[src/rtl/core/pireg_pkg.sv]
// Shared types and constants for the clamped PI regulator.
// No dependencies; every other file in rtl/core refers to this package.
package pireg_pkg;

    // Gain registers are signed fixed point of a fixed width.
    localparam int unsigned GAIN_W = 16;

    // Proportional gain after reset: 1.0 in Q8.8.
    localparam logic signed [GAIN_W-1:0] PROP_GAIN_RESET = 16'sd256;

    // Width of the configuration register index.
    localparam int unsigned CFG_IDX_W = 3;

    typedef enum logic [CFG_IDX_W-1:0] {
        CFG_SETPOINT    = 3'd0,
        CFG_PROP_GAIN   = 3'd1,
        CFG_INTEG_GAIN  = 3'd2,
        CFG_OUT_MIN     = 3'd3,
        CFG_OUT_MAX     = 3'd4,
        CFG_LOOP_ENABLE = 3'd5
    } t_cfg_idx;

    typedef enum logic {
        FUNC_SAMPLE = 1'b0,
        FUNC_CLEAR  = 1'b1
    } t_func;

endpackage

[src/rtl/core/pireg_cfg.sv]
// Configuration register file of the clamped PI regulator.
// Depends on pireg_pkg for register indexes and reset values.
module pireg_cfg #(
    parameter int unsigned DATA_WIDTH = 16,
    parameter int unsigned CFG_W      = 16
) (
    input  logic                                 i_clk,
    input  logic                                 i_rst_n,
    input  logic                                 i_cfg_wr_en,
    input  logic [pireg_pkg::CFG_IDX_W-1:0]      i_cfg_addr,
    input  logic [CFG_W-1:0]                     i_cfg_wr_data,
    output logic signed [DATA_WIDTH-1:0]         o_setpoint,
    output logic signed [pireg_pkg::GAIN_W-1:0]  o_prop_gain,
    output logic signed [pireg_pkg::GAIN_W-1:0]  o_integ_gain,
    output logic signed [DATA_WIDTH-1:0]         o_out_min,
    output logic [DATA_WIDTH-2:0]                o_out_max,
    output logic                                 o_loop_enable
);

    logic signed [DATA_WIDTH-1:0]        r_setpoint;
    logic signed [pireg_pkg::GAIN_W-1:0] r_prop_gain;
    logic signed [pireg_pkg::GAIN_W-1:0] r_integ_gain;
    logic signed [DATA_WIDTH-1:0]        r_out_min;
    logic [DATA_WIDTH-2:0]               r_out_max;
    logic                                r_loop_enable;

    always_ff @(posedge i_clk) begin
        if (!i_rst_n) begin
            r_setpoint    <= '0;
            r_prop_gain   <= pireg_pkg::PROP_GAIN_RESET;
            r_integ_gain  <= '0;
            r_out_min     <= {1'b1, {(DATA_WIDTH-1){1'b0}}};
            r_out_max     <= '1;
            r_loop_enable <= 1'b0;
        end else if (i_cfg_wr_en) begin
            case (i_cfg_addr)
                pireg_pkg::CFG_SETPOINT: begin
                    r_setpoint <= $signed(i_cfg_wr_data[DATA_WIDTH-1:0]);
                end
                pireg_pkg::CFG_PROP_GAIN: begin
                    r_prop_gain <= $signed(i_cfg_wr_data[pireg_pkg::GAIN_W-1:0]);
                end
                pireg_pkg::CFG_INTEG_GAIN: begin
                    r_integ_gain <= $signed(i_cfg_wr_data[pireg_pkg::GAIN_W-1:0]);
                end
                pireg_pkg::CFG_OUT_MIN: begin
                    r_out_min <= $signed(i_cfg_wr_data[DATA_WIDTH-1:0]);
                end
                pireg_pkg::CFG_OUT_MAX: begin
                    r_out_max <= i_cfg_wr_data[DATA_WIDTH-2:0];
                end
                pireg_pkg::CFG_LOOP_ENABLE: begin
                    r_loop_enable <= i_cfg_wr_data[0];
                end
                default: begin
                end
            endcase
        end
    end

    assign o_setpoint    = r_setpoint;
    assign o_prop_gain   = r_prop_gain;
    assign o_integ_gain  = r_integ_gain;
    assign o_out_min     = r_out_min;
    assign o_out_max     = r_out_max;
    assign o_loop_enable = r_loop_enable;

endmodule

[src/rtl/core/pireg_integ.sv]
// Error and integrator stage of the clamped PI regulator: forms the error,
// updates the clamped integral and registers error and unclamped sum.
// Depends on pireg_pkg for the function codes.
module pireg_integ #(
    parameter int unsigned DATA_WIDTH = 16
) (
    input  logic                          i_clk,
    input  logic                          i_rst_n,
    input  logic                          i_adv,
    input  logic                          i_valid,
    input  logic                          i_func,
    input  logic signed [DATA_WIDTH-1:0]  i_meas,
    input  logic signed [DATA_WIDTH-1:0]  i_setpoint,
    input  logic [DATA_WIDTH-2:0]         i_out_max,
    input  logic                          i_loop_enable,
    output logic                          o_valid,
    output logic signed [DATA_WIDTH:0]    o_err,
    output logic signed [DATA_WIDTH+1:0]  o_sum
);

    localparam int unsigned ERR_W = DATA_WIDTH + 1;
    localparam int unsigned SUM_W = DATA_WIDTH + 2;

    logic signed [DATA_WIDTH-1:0] r_integral;
    logic signed [DATA_WIDTH-1:0] n_integral;
    logic                         r_valid;
    logic signed [ERR_W-1:0]      r_err;
    logic signed [SUM_W-1:0]      r_sum;

    logic signed [ERR_W-1:0] w_err;
    logic signed [SUM_W-1:0] w_sum;
    logic signed [SUM_W-1:0] w_lim_hi;
    logic signed [SUM_W-1:0] w_lim_lo;
    logic signed [SUM_W-1:0] w_sum_clamped;
    logic                    w_is_sample;
    logic                    w_is_clear;

    assign w_is_sample = i_valid && (i_func == pireg_pkg::FUNC_SAMPLE) && i_loop_enable;
    assign w_is_clear  = i_valid && (i_func == pireg_pkg::FUNC_CLEAR);

    always_comb begin
        w_err    = ERR_W'(i_meas) - ERR_W'(i_setpoint);
        w_sum    = SUM_W'(r_integral) + SUM_W'(w_err);
        w_lim_hi = $signed({3'b000, i_out_max});
        w_lim_lo = -w_lim_hi;
        if (w_sum > w_lim_hi) begin
            w_sum_clamped = w_lim_hi;
        end else if (w_sum < w_lim_lo) begin
            w_sum_clamped = w_lim_lo;
        end else begin
            w_sum_clamped = w_sum;
        end
    end

    always_comb begin
        n_integral = r_integral;
        if (w_is_clear) begin
            n_integral = '0;
        end else if (w_is_sample) begin
            // The clamped sum always fits the stored width.
            n_integral = w_sum_clamped[DATA_WIDTH-1:0];
        end
    end

    always_ff @(posedge i_clk) begin
        if (!i_rst_n) begin
            r_integral <= '0;
            r_valid    <= 1'b0;
        end else if (i_adv) begin
            r_integral <= n_integral;
            r_valid    <= w_is_sample;
        end
    end

    always_ff @(posedge i_clk) begin
        if (i_adv) begin
            r_err <= w_err;
            r_sum <= w_sum;
        end
    end

    assign o_valid = r_valid;
    assign o_err   = r_err;
    assign o_sum   = r_sum;

endmodule

[src/rtl/core/pireg_drive.sv]
// Drive stage of the clamped PI regulator: the two gain products, then the
// shifted sum clamped to the output limits, each behind its own register.
// Depends on pireg_pkg for the gain width.
module pireg_drive #(
    parameter int unsigned DATA_WIDTH     = 16,
    parameter int unsigned GAIN_FRAC_BITS = 8
) (
    input  logic                                 i_clk,
    input  logic                                 i_rst_n,
    input  logic                                 i_adv,
    input  logic                                 i_valid,
    input  logic signed [DATA_WIDTH:0]           i_err,
    input  logic signed [DATA_WIDTH+1:0]         i_sum,
    input  logic signed [pireg_pkg::GAIN_W-1:0]  i_prop_gain,
    input  logic signed [pireg_pkg::GAIN_W-1:0]  i_integ_gain,
    input  logic signed [DATA_WIDTH-1:0]         i_out_min,
    input  logic [DATA_WIDTH-2:0]                i_out_max,
    output logic                                 o_valid,
    output logic signed [DATA_WIDTH-1:0]         o_drive
);

    localparam int unsigned P_W   = DATA_WIDTH + 1 + pireg_pkg::GAIN_W;
    localparam int unsigned I_W   = DATA_WIDTH + 2 + pireg_pkg::GAIN_W;
    localparam int unsigned ACC_W = I_W + 1;

    logic                     r_prod_valid;
    logic signed [P_W-1:0]    r_prod_p;
    logic signed [I_W-1:0]    r_prod_i;
    logic                     r_out_valid;
    logic signed [DATA_WIDTH-1:0] r_drive;

    logic signed [P_W-1:0]   w_prod_p;
    logic signed [I_W-1:0]   w_prod_i;
    logic signed [P_W-1:0]   w_p_sh;
    logic signed [I_W-1:0]   w_i_sh;
    logic signed [ACC_W-1:0] w_acc;
    logic signed [ACC_W-1:0] w_max;
    logic signed [ACC_W-1:0] w_min;
    logic signed [ACC_W-1:0] w_hi_lim;
    logic signed [ACC_W-1:0] w_lim;

    assign w_prod_p = P_W'(i_err) * P_W'(i_prop_gain);
    assign w_prod_i = I_W'(i_sum) * I_W'(i_integ_gain);

    always_comb begin
        w_p_sh = r_prod_p >>> GAIN_FRAC_BITS;
        w_i_sh = r_prod_i >>> GAIN_FRAC_BITS;
        w_acc  = ACC_W'(w_p_sh) + ACC_W'(w_i_sh);
        w_max  = $signed({{(ACC_W-DATA_WIDTH+1){1'b0}}, i_out_max});
        w_min  = ACC_W'(i_out_min);
        // Upper limit first, then the lower one, so out_min wins when the
        // limits are inverted.
        w_hi_lim = (w_acc > w_max) ? w_max : w_acc;
        w_lim    = (w_hi_lim < w_min) ? w_min : w_hi_lim;
    end

    always_ff @(posedge i_clk) begin
        if (!i_rst_n) begin
            r_prod_valid <= 1'b0;
            r_out_valid  <= 1'b0;
        end else if (i_adv) begin
            r_prod_valid <= i_valid;
            r_out_valid  <= r_prod_valid;
        end
    end

    always_ff @(posedge i_clk) begin
        if (i_adv) begin
            r_prod_p <= w_prod_p;
            r_prod_i <= w_prod_i;
            r_drive  <= w_lim[DATA_WIDTH-1:0];
        end
    end

    assign o_valid = r_out_valid;
    assign o_drive = r_drive;

endmodule

[src/rtl/core/pi_regulator_clamped.sv]
// PI regulator with clamped drive and clamped integrator. A transfer with
// tuser 0 carries a measured sample in tdata; while the loop is enabled it
// yields one drive value, while disabled it yields nothing. A transfer with
// tuser 1 clears the integral and yields nothing. One transfer is accepted
// every cycle unless the output stalls; a drive value passes through
// the input register, the error and integrator register, the product register
// and the output register. The one-cycle rate is set by the
// integrator update, an add and a clamp that close on themselves each cycle.
// All stages stall together while a finished drive value waits on the
// master side. Write configuration only while no sample is in flight.
module pi_regulator_clamped #(
    parameter int unsigned DATA_WIDTH     = 16,
    parameter int unsigned GAIN_FRAC_BITS = 8,
    localparam int unsigned CFG_W         = (DATA_WIDTH > pireg_pkg::GAIN_W) ?
                                            DATA_WIDTH : pireg_pkg::GAIN_W,
    localparam int unsigned IN_TDATA_W    = ((DATA_WIDTH + 7) / 8) * 8,
    localparam int unsigned OUT_TDATA_W   = ((DATA_WIDTH + 7) / 8) * 8
) (
    input  logic                                 i_clk,
    input  logic                                 i_rst_n,
    // Configuration write port.
    input  logic                                 i_cfg_wr_en,
    input  logic [pireg_pkg::CFG_IDX_W-1:0]      i_cfg_addr,
    input  logic [CFG_W-1:0]                     i_cfg_wr_data,
    // Sample stream.
    input  logic                                 i_s_tvalid,
    output logic                                 o_s_tready,
    input  logic [IN_TDATA_W-1:0]                i_s_tdata,  // measurement
    input  logic                                 i_s_tuser,  // func
    // Drive stream.
    output logic                                 o_m_tvalid,
    input  logic                                 i_m_tready,
    output logic [OUT_TDATA_W-1:0]               o_m_tdata   // drive
);

    logic signed [DATA_WIDTH-1:0]        w_setpoint;
    logic signed [pireg_pkg::GAIN_W-1:0] w_prop_gain;
    logic signed [pireg_pkg::GAIN_W-1:0] w_integ_gain;
    logic signed [DATA_WIDTH-1:0]        w_out_min;
    logic [DATA_WIDTH-2:0]               w_out_max;
    logic                                w_loop_enable;

    logic                         w_adv;
    logic                         r_in_valid;
    logic                         r_in_func;
    logic signed [DATA_WIDTH-1:0] r_in_meas;

    logic                         w_int_valid;
    logic signed [DATA_WIDTH:0]   w_int_err;
    logic signed [DATA_WIDTH+1:0] w_int_sum;
    logic                         w_out_valid;
    logic signed [DATA_WIDTH-1:0] w_drive;

    // The whole pipeline moves unless a drive value is held on the output.
    assign w_adv      = !w_out_valid || i_m_tready;
    assign o_s_tready = w_adv;

    always_ff @(posedge i_clk) begin
        if (!i_rst_n) begin
            r_in_valid <= 1'b0;
        end else if (w_adv) begin
            r_in_valid <= i_s_tvalid;
        end
    end

    always_ff @(posedge i_clk) begin
        if (w_adv) begin
            r_in_func <= i_s_tuser;
            r_in_meas <= $signed(i_s_tdata[DATA_WIDTH-1:0]);
        end
    end

    pireg_cfg #(
        .DATA_WIDTH (DATA_WIDTH),
        .CFG_W      (CFG_W)
    ) u_cfg (
        .i_clk         (i_clk),
        .i_rst_n       (i_rst_n),
        .i_cfg_wr_en   (i_cfg_wr_en),
        .i_cfg_addr    (i_cfg_addr),
        .i_cfg_wr_data (i_cfg_wr_data),
        .o_setpoint    (w_setpoint),
        .o_prop_gain   (w_prop_gain),
        .o_integ_gain  (w_integ_gain),
        .o_out_min     (w_out_min),
        .o_out_max     (w_out_max),
        .o_loop_enable (w_loop_enable)
    );

    pireg_integ #(
        .DATA_WIDTH (DATA_WIDTH)
    ) u_integ (
        .i_clk         (i_clk),
        .i_rst_n       (i_rst_n),
        .i_adv         (w_adv),
        .i_valid       (r_in_valid),
        .i_func        (r_in_func),
        .i_meas        (r_in_meas),
        .i_setpoint    (w_setpoint),
        .i_out_max     (w_out_max),
        .i_loop_enable (w_loop_enable),
        .o_valid       (w_int_valid),
        .o_err         (w_int_err),
        .o_sum         (w_int_sum)
    );

    pireg_drive #(
        .DATA_WIDTH     (DATA_WIDTH),
        .GAIN_FRAC_BITS (GAIN_FRAC_BITS)
    ) u_drive (
        .i_clk        (i_clk),
        .i_rst_n      (i_rst_n),
        .i_adv        (w_adv),
        .i_valid      (w_int_valid),
        .i_err        (w_int_err),
        .i_sum        (w_int_sum),
        .i_prop_gain  (w_prop_gain),
        .i_integ_gain (w_integ_gain),
        .i_out_min    (w_out_min),
        .i_out_max    (w_out_max),
        .o_valid      (w_out_valid),
        .o_drive      (w_drive)
    );

    assign o_m_tvalid = w_out_valid;
    assign o_m_tdata  = OUT_TDATA_W'($unsigned(w_drive));

endmodule

[config.mk]
export PLATFORM = sky130hd
export DESIGN_NAME = pi_regulator_clamped
export DESIGN_NICKNAME = d
export VERILOG_FILES = /design/src/rtl/core/pireg_pkg.sv /design/src/rtl/core/pireg_cfg.sv /design/src/rtl/core/pireg_integ.sv /design/src/rtl/core/pireg_drive.sv /design/src/rtl/core/pi_regulator_clamped.sv
export SDC_FILE = /design/constraint.sdc
export NUM_CORES = 2
export LEC_CHECK = 0
export ABC_CLOCK_PERIOD_IN_PS = 6700
export BUFFER_PORTS_ARGS = -buffer_cell sky130_fd_sc_hd__buf_2
export CORE_UTILIZATION = 58
export CTS_BUF_LIST = sky130_fd_sc_hd__clkbuf_2
export CTS_CLUSTER_DIAMETER = 80
export DETAILED_ROUTE_END_ITERATION = 10
export PLACE_DENSITY_LB_ADDON = 0.25
export SYNTH_ARGS = -nofsm -noshare
export SYNTH_HDL_FRONTEND = slang
export SYNTH_SLANG_ARGS = --single-unit
[constraint.sdc]
create_clock -name i_clk -period 6.7 [get_ports i_clk]
set_input_delay 0.67 -clock i_clk [delete_from_list [all_inputs] [get_ports i_clk]]
set_output_delay 0.67 -clock i_clk [all_outputs]
set_load 0.02 [all_outputs]
==> After elaboration in Yosys (flattened, before gate mapping) <==
Index checks and enable logic that the tools add are counted.
{ "totals": {"out_inout_bits": 18, "in_bits": 41, "elab_cells": 54, "regBits": 235} }
{ "classes": {"multipliers": 2, "muxes": 6, "eq_ne": 5, "magnitude_cmp": 4, "addsub": 4, "n_reduce_logical": 14, "bitwise": 1} }
{ "ops": {"columns": ["operator", "n"], "rows": [
  ["16-bit 2-to-1 mux", 5],
  ["35-bit by 16-bit > comparator with 1-bit output", 1],
  ["35-bit by 16-bit < comparator with 1-bit output", 1],
  ["35-bit 2-to-1 mux", 1],
  ["18-bit by 16-bit multiplier with 34-bit output", 1],
  ["17-bit by 16-bit multiplier with 33-bit output", 1],
  ["25-bit by 26-bit adder with 27-bit output", 1],
  ["16-bit by 17-bit adder with 18-bit output", 1],
  ["18-bit by 16-bit > comparator with 1-bit output", 1],
  ["18-bit < comparator", 1],
  ["15-bit negator with 18-bit output", 1],
  ["16-bit by 16-bit subtractor with 17-bit output", 1],
  ["2-bit AND reduction", 7],
  ["3-bit by 2-bit equality test with 1-bit output, second input constant", 2],
  ["3-bit equality test, second input constant", 2],
  ["3-bit by 1-bit equality test with 1-bit output, second input constant", 1],
  ["1-bit logical AND", 3],
  ["3-bit logical NOT", 1],
  ["2-bit nonzero test", 1],
  ["1-bit logical NOT", 1],
  ["1-bit logical OR", 1],
  ["1-bit inverter", 1]
]} }

==> Longest topological paths before layout <==
{ "depth": {"ltp_word": 7, "depth_mapped": 39, "ltp_nobuf": 37} }

==> By module <==
From an unflattened synthesis, not the netlist that was laid out.
{ "hier_totals": {"cells_unflattened": 3561, "hier_area_um2": 34000.1} }
{ "by_module_without_submodules": {"columns": ["module", "instances", "area_each_um2", "cells_per_inst", "seq_area_each_um2"], "rows": [
  ["pireg_drive", 1, 25728.4, 2743, 2052.0],
  ["pireg_integ", 1, 4621.9, 496, 1391.3],
  ["pireg_cfg", 1, 3088.0, 300, 1601.5],
  ["pi_regulator_clamped", 1, 561.8, 22, 530.5]
]} }

==> Worst setup path before layout <==
Ideal clock, no wire load.
{ "synth_path": {"path_type": "reg2reg", "from": "reg u_drive.r_prod_i[8]", "to": "reg u_drive.r_drive[14] (netlist: u_drive.o_drive[14]), data pin", "slack_ps": -116, "required_time_ps": 6438, "setup_ps": 262, "path_stages_with_launch": 39, "synth_period_minus_slack_ps": 6816, "t_arrival_ps": 6554, "n_path_buf": 2, "cell_sequence": "edfxtp_1 -> ha_1 -> inv_1 -> fa_1 -> nor2b_1 -> o31ai_1 -> inv_1 -> o21ai_0 -> a21oi_1 -> o21ai_0 -> nand2b_1 -> xor2_1 -> ha_1 -> nand2_1 -> nor2_1 -> a21oi_1 -> nand2_1 -> a21o_1 -> [... 3 more ...] -> ha_1 -> o41ai_4 -> clkbuf_1 -> o21ai_0 -> ha_1 -> a21o_1 -> a21o_1 -> a21oi_1 -> o21ai_0 -> a21oi_1 -> o21a_1 -> o21ai_0 -> a21oi_1 -> nand3_1 -> o21ai_2 -> mux2i_2 -> buf_6 -> mux2_1"} }
{ "synth_via": {"elab_chain_len": 5} }
{ "synth_rtl": {"columns": ["item", "line_no", "rtl"], "rows": [
  ["start: declaration", "pireg_drive.sv:28", "logic signed [I_W-1:0] r_prod_i;"],
  ["start signal: assignment", "pireg_drive.sv:70", "r_prod_i <= w_prod_i;"],
  ["25-bit by 26-bit adder with 27-bit output *", "pireg_drive.sv:48", "w_acc = ACC_W'(w_p_sh) + ACC_W'(w_i_sh);"],
  ["35-bit by 16-bit > comparator with 1-bit output", "pireg_drive.sv:53", "w_hi_lim = (w_acc > w_max) ? w_max : w_acc;"],
  ["35-bit 2-to-1 mux *", "pireg_drive.sv:53", null],
  ["35-bit by 16-bit < comparator with 1-bit output", "pireg_drive.sv:54", "w_lim = (w_hi_lim < w_min) ? w_min : w_hi_lim;"],
  ["16-bit 2-to-1 mux *", "pireg_drive.sv:54", null],
  ["via u_drive.w_lim[14]", "pireg_drive.sv:40", "logic signed [ACC_W-1:0] w_lim;"],
  ["end signal: assignment", "pireg_drive.sv:71", "r_drive <= w_lim[DATA_WIDTH-1:0];"],
  ["end: declaration", "pireg_drive.sv:30", "logic signed [DATA_WIDTH-1:0] r_drive;"]
]} }
Mark *: on every way through the listed nets, which the timed path passes. The rest lies on a longest branch.
A chain may end at the register's enable or synchronous reset.

==> Worst setup path after layout <==
{ "layout_path": {"from": "reg u_drive.r_prod_i[14]", "to": "reg u_drive.r_drive[7] (netlist: u_drive.o_drive[7]), data pin"} }
Same word-level chain as after synthesis.

==> run metrics <==
post-synth top area cell fa_1; Post-DP Area 0.0360 mm^2; most frequent cells in the layout inv_1, fa_1, nand2_1, ha_1, and2_1; Worst Setup SP u_drive.r_prod_i[14]$_DFFE_PP_; final setup vio count 0; CP Buf/Inv Count 2; Power Density 206 mW/mm^2; Switching Share 43.6%; Synth Cell Area 0.0332 mm^2; GRT Resource Usage Total 32.2%; commonest non-fill, non-tap cell in the layout inv_1; ys async rst share 0%; die area 0.0581 mm^2; Cells after Synth 3562; clk slew on worst S/H paths 100 ps; HPWL Detailed 71.5 mm; worst hold path type in -> reg; # port buffers 58; synth-to-layout area growth 13.2%; achievable clock frequency 149 MHz; I/O pin total 59; crit path to u_drive.o_drive[7]$_DFFE_PP_; number of buffers inserted during clock tree synthesis 60; Psw 0.00337 W; Peak VDD IR 0.000185 V; flops & latches, synth 219; # nets final 4767; Post-Syn Area per Cell 9.31 um^2; final hold vios 0; Iteration-0 DRC Markers 1833; Leakage 17.6 nW; most used cell, CP o21ai_1; drt pass-1 iters 5; sequential area share after synthesis 16.8%; initial antenna violation count 3; delay-heaviest family, CP compound AO/OA/AOI/OAI gates; hold slack 53.6 ps; post-DR wirelength/cell 19.0 um; Vias per Instance 5.46; Max transition margin 29.7%; number of global-route vias before repair 26700; RR Startpoint u_drive.r_prod_i[14]$_DFFE_PP_; top_reg_cell synth edfxtp_1; GP Congestion 0.960; Reg2Reg Depth 28; startpoint type of the worst setup path flop; status complete, no violations; share of post-route cells with drive strength above 1 13.5%; DRC errors left 0; worst endpoint required time 7450 ps; top post-synthesis cells by area fa_1, ha_1, edfxtp_1; Yosys top cell area share 34.2%; internal reg-to-reg setup slack 10 ps; count of different cell masters after synthesis 65; Slew Limit Fails 0; clk_lat worst skew 1040 ps; clock period minus worst slack 6690 ps; via count 25500; unrepaired setup endpoints after global routing true; CP max-delay cell or4_4; Comb power frac 61.7%; Setup CP Type reg -> reg; Die Width 241 um; Clk pwr share 13.9%; Routed Antenna Nets 0; CTS tree yes; first-pass GRT wire length 142 mm; Site Rows 87; Power Internal 0.00435 W; actual slew at the worst max-slew pin 1050 ps; Bufs on Longest Clock Path 3; pin count of the biggest net entering global routing 90; EDFF count, synth 119; initial core utilization 58.8%; Critical R2R Capture u_drive.o_drive[7]$_DFFE_PP_; overflow left after global routing 0; Root Driver clkbuf_2; clk sink count 219; CP arrival 7440 ps; H-tree depth 2; Crit. End Element flop; Max-cap violations 0; syn_nets 4468; fin area 0.0375 mm^2; Final Cycle Share 99.9%; Final Skew 66.1 ps; critical path peak fanout 8; die height 241 um; Worst path max stage delay 570 ps; WP depth 28; core footprint 0.0564 mm^2; power share of the sequential group 24.3%; Synth Warn # 0; WL final 88.9 mm
==> synth_stat cells, types with 5 or more instances <==
cell / count
nor3_1: 25
nand3_1: 30
nand2b_1: 49
a211oi_1: 7
nand4_1: 21
edfxtp_1: 119
mux2_4: 9
a21boi_0: 69
xor2_1: 19
o31ai_1: 6
and2_1: 259
mux2_2: 10
fa_1: 567
or2_2: 5
xnor2_1: 92
o211ai_1: 26
clkbuf_1: 128
a21o_1: 45
o21ai_0: 83
ha_1: 298
a31oi_1: 8
nand2_1: 504
o21a_1: 24
dfxtp_1: 100
a2111oi_0: 5
nor2_1: 99
inv_1: 704
or3_1: 5
nor2b_1: 38
a221oi_1: 5
o21bai_1: 14
mux2i_1: 12
and3_1: 12
a21oi_1: 99
==> power groups by stage <==
stage               sequential (W)  clock [W]  combinational, W
finish                     0.00188    0.00107           0.00477
CTS                        0.00188    0.00109           0.00463
global route               0.00189    0.00115           0.00522
global placement           0.00191          0           0.00427
detailed placement         0.00191          0           0.00431
floorplan                  0.00182          0           0.00267
==> area by class of cell <==
cell class | instances | area [um^2]
diodes | 4 | 10.0
clock buffers | 91 | 455
clock inverters | 23 | 151
fillers | 4646 | 18900
inverters | 704 | 2650
multi-input cells | 2511 | 24800
flip-flops and latches | 219 | 5580
well taps | 756 | 946
repair buffers | 365 | 2930
==> worst min-delay path by stage <==
stage                                              startpoint                                   to  slack (ps)  depth (start not counted)
after floorplan            u_integ.r_integral[0]$_SDFFE_PN0P_   u_integ.r_integral[0]$_SDFFE_PN0P_         430                          2
after global placement    u_integ.r_integral[13]$_SDFFE_PN0P_  u_integ.r_integral[13]$_SDFFE_PN0P_         440                          2
after detailed placement   u_integ.r_integral[0]$_SDFFE_PN0P_   u_integ.r_integral[0]$_SDFFE_PN0P_         460                          2
after CTS                                          i_m_tready    u_drive.r_prod_valid$_SDFFE_PN0P_           4                          4
after global routing                         i_cfg_wr_data[8]      u_cfg.o_out_max[8]$_SDFFE_PN1P_          40                          3
final                                              i_m_tready    u_drive.r_prod_valid$_SDFFE_PN0P_          50                          4
==> routing by layer <==
| layer | GRT usage, % | wire [um] |
|---|---|---|
| met1 | 43.4 | 36300 |
| met2 | 53.0 | 42500 |
| met3 | 5.25 | 6980 |
| met4 | 10.6 | 3110 |
| met5 | 0 | 0 |
==> kinds of logic (layout without fill, tap and decap cells) <==
family	after synthesis	in the layout	share of synthesized area, %
adders and majority gates	865	865	45.5
buffers and inverters	833	1183	9.45
other	0	4	0
AOI/OAI and AO/OA	438	439	8.76
muxes	33	33	1.18
DFF	219	219	16.8
and+or+nand+nor	1063	1063	15.4
xor gates and xnor gates	111	111	2.93
==> worst min-delay path: stages <==
cell and delay (ps):
buf_2 70, nor2b_1 90, nand2_1 80, a21boi_0 70
==> registers in the layout, summed over array words and instances, names as in the netlist, 15 cells and up <==
| signal | count |
|---|---|
| u_drive.r_prod_p | 25 |
| r_in_meas | 16 |
| u_cfg.o_out_max | 15 |
| u_cfg.o_prop_gain | 16 |
| u_drive.o_drive | 16 |
| u_integ.r_integral | 16 |
| u_cfg.o_setpoint | 16 |
| u_integ.o_sum | 18 |
| u_integ.o_err | 17 |
| u_cfg.o_out_min | 16 |
| u_cfg.o_integ_gain | 16 |
| u_drive.r_prod_i | 26 |
==> through the flow <==
step / std cells / setup WS, ps / utilization [%] / setup TNS (ps) / power [W]
detailed placement: 4490 / -231 / 63.8 / -3890 / 0.00622
global route: 4673 / -334 / 66.6 / -5110 / 0.00826
CTS: 4650 / -132 / 65.9 / -1850 / 0.00760
finish: 4673 / 9.50 / 66.6 / 0 / 0.00772
global placement: 4490 / -82.1 / 63.8 / -1140 / 0.00618
floorplan: 3562 / 20.5 / - / 0 / 0.00449
==> repair_timing <==
action                                  in CTS  in global routing
buffers inserted                            10                 20
hold buffers                                34                  0
endpoints found under the hold margin       62                  0
cloned                                       2                  1
gates resized for setup                     36                 66
endpoints found under the setup margin      32                 47
pin swaps                                   25                 56
Note: power is estimated with default switching activity, not from simulation.
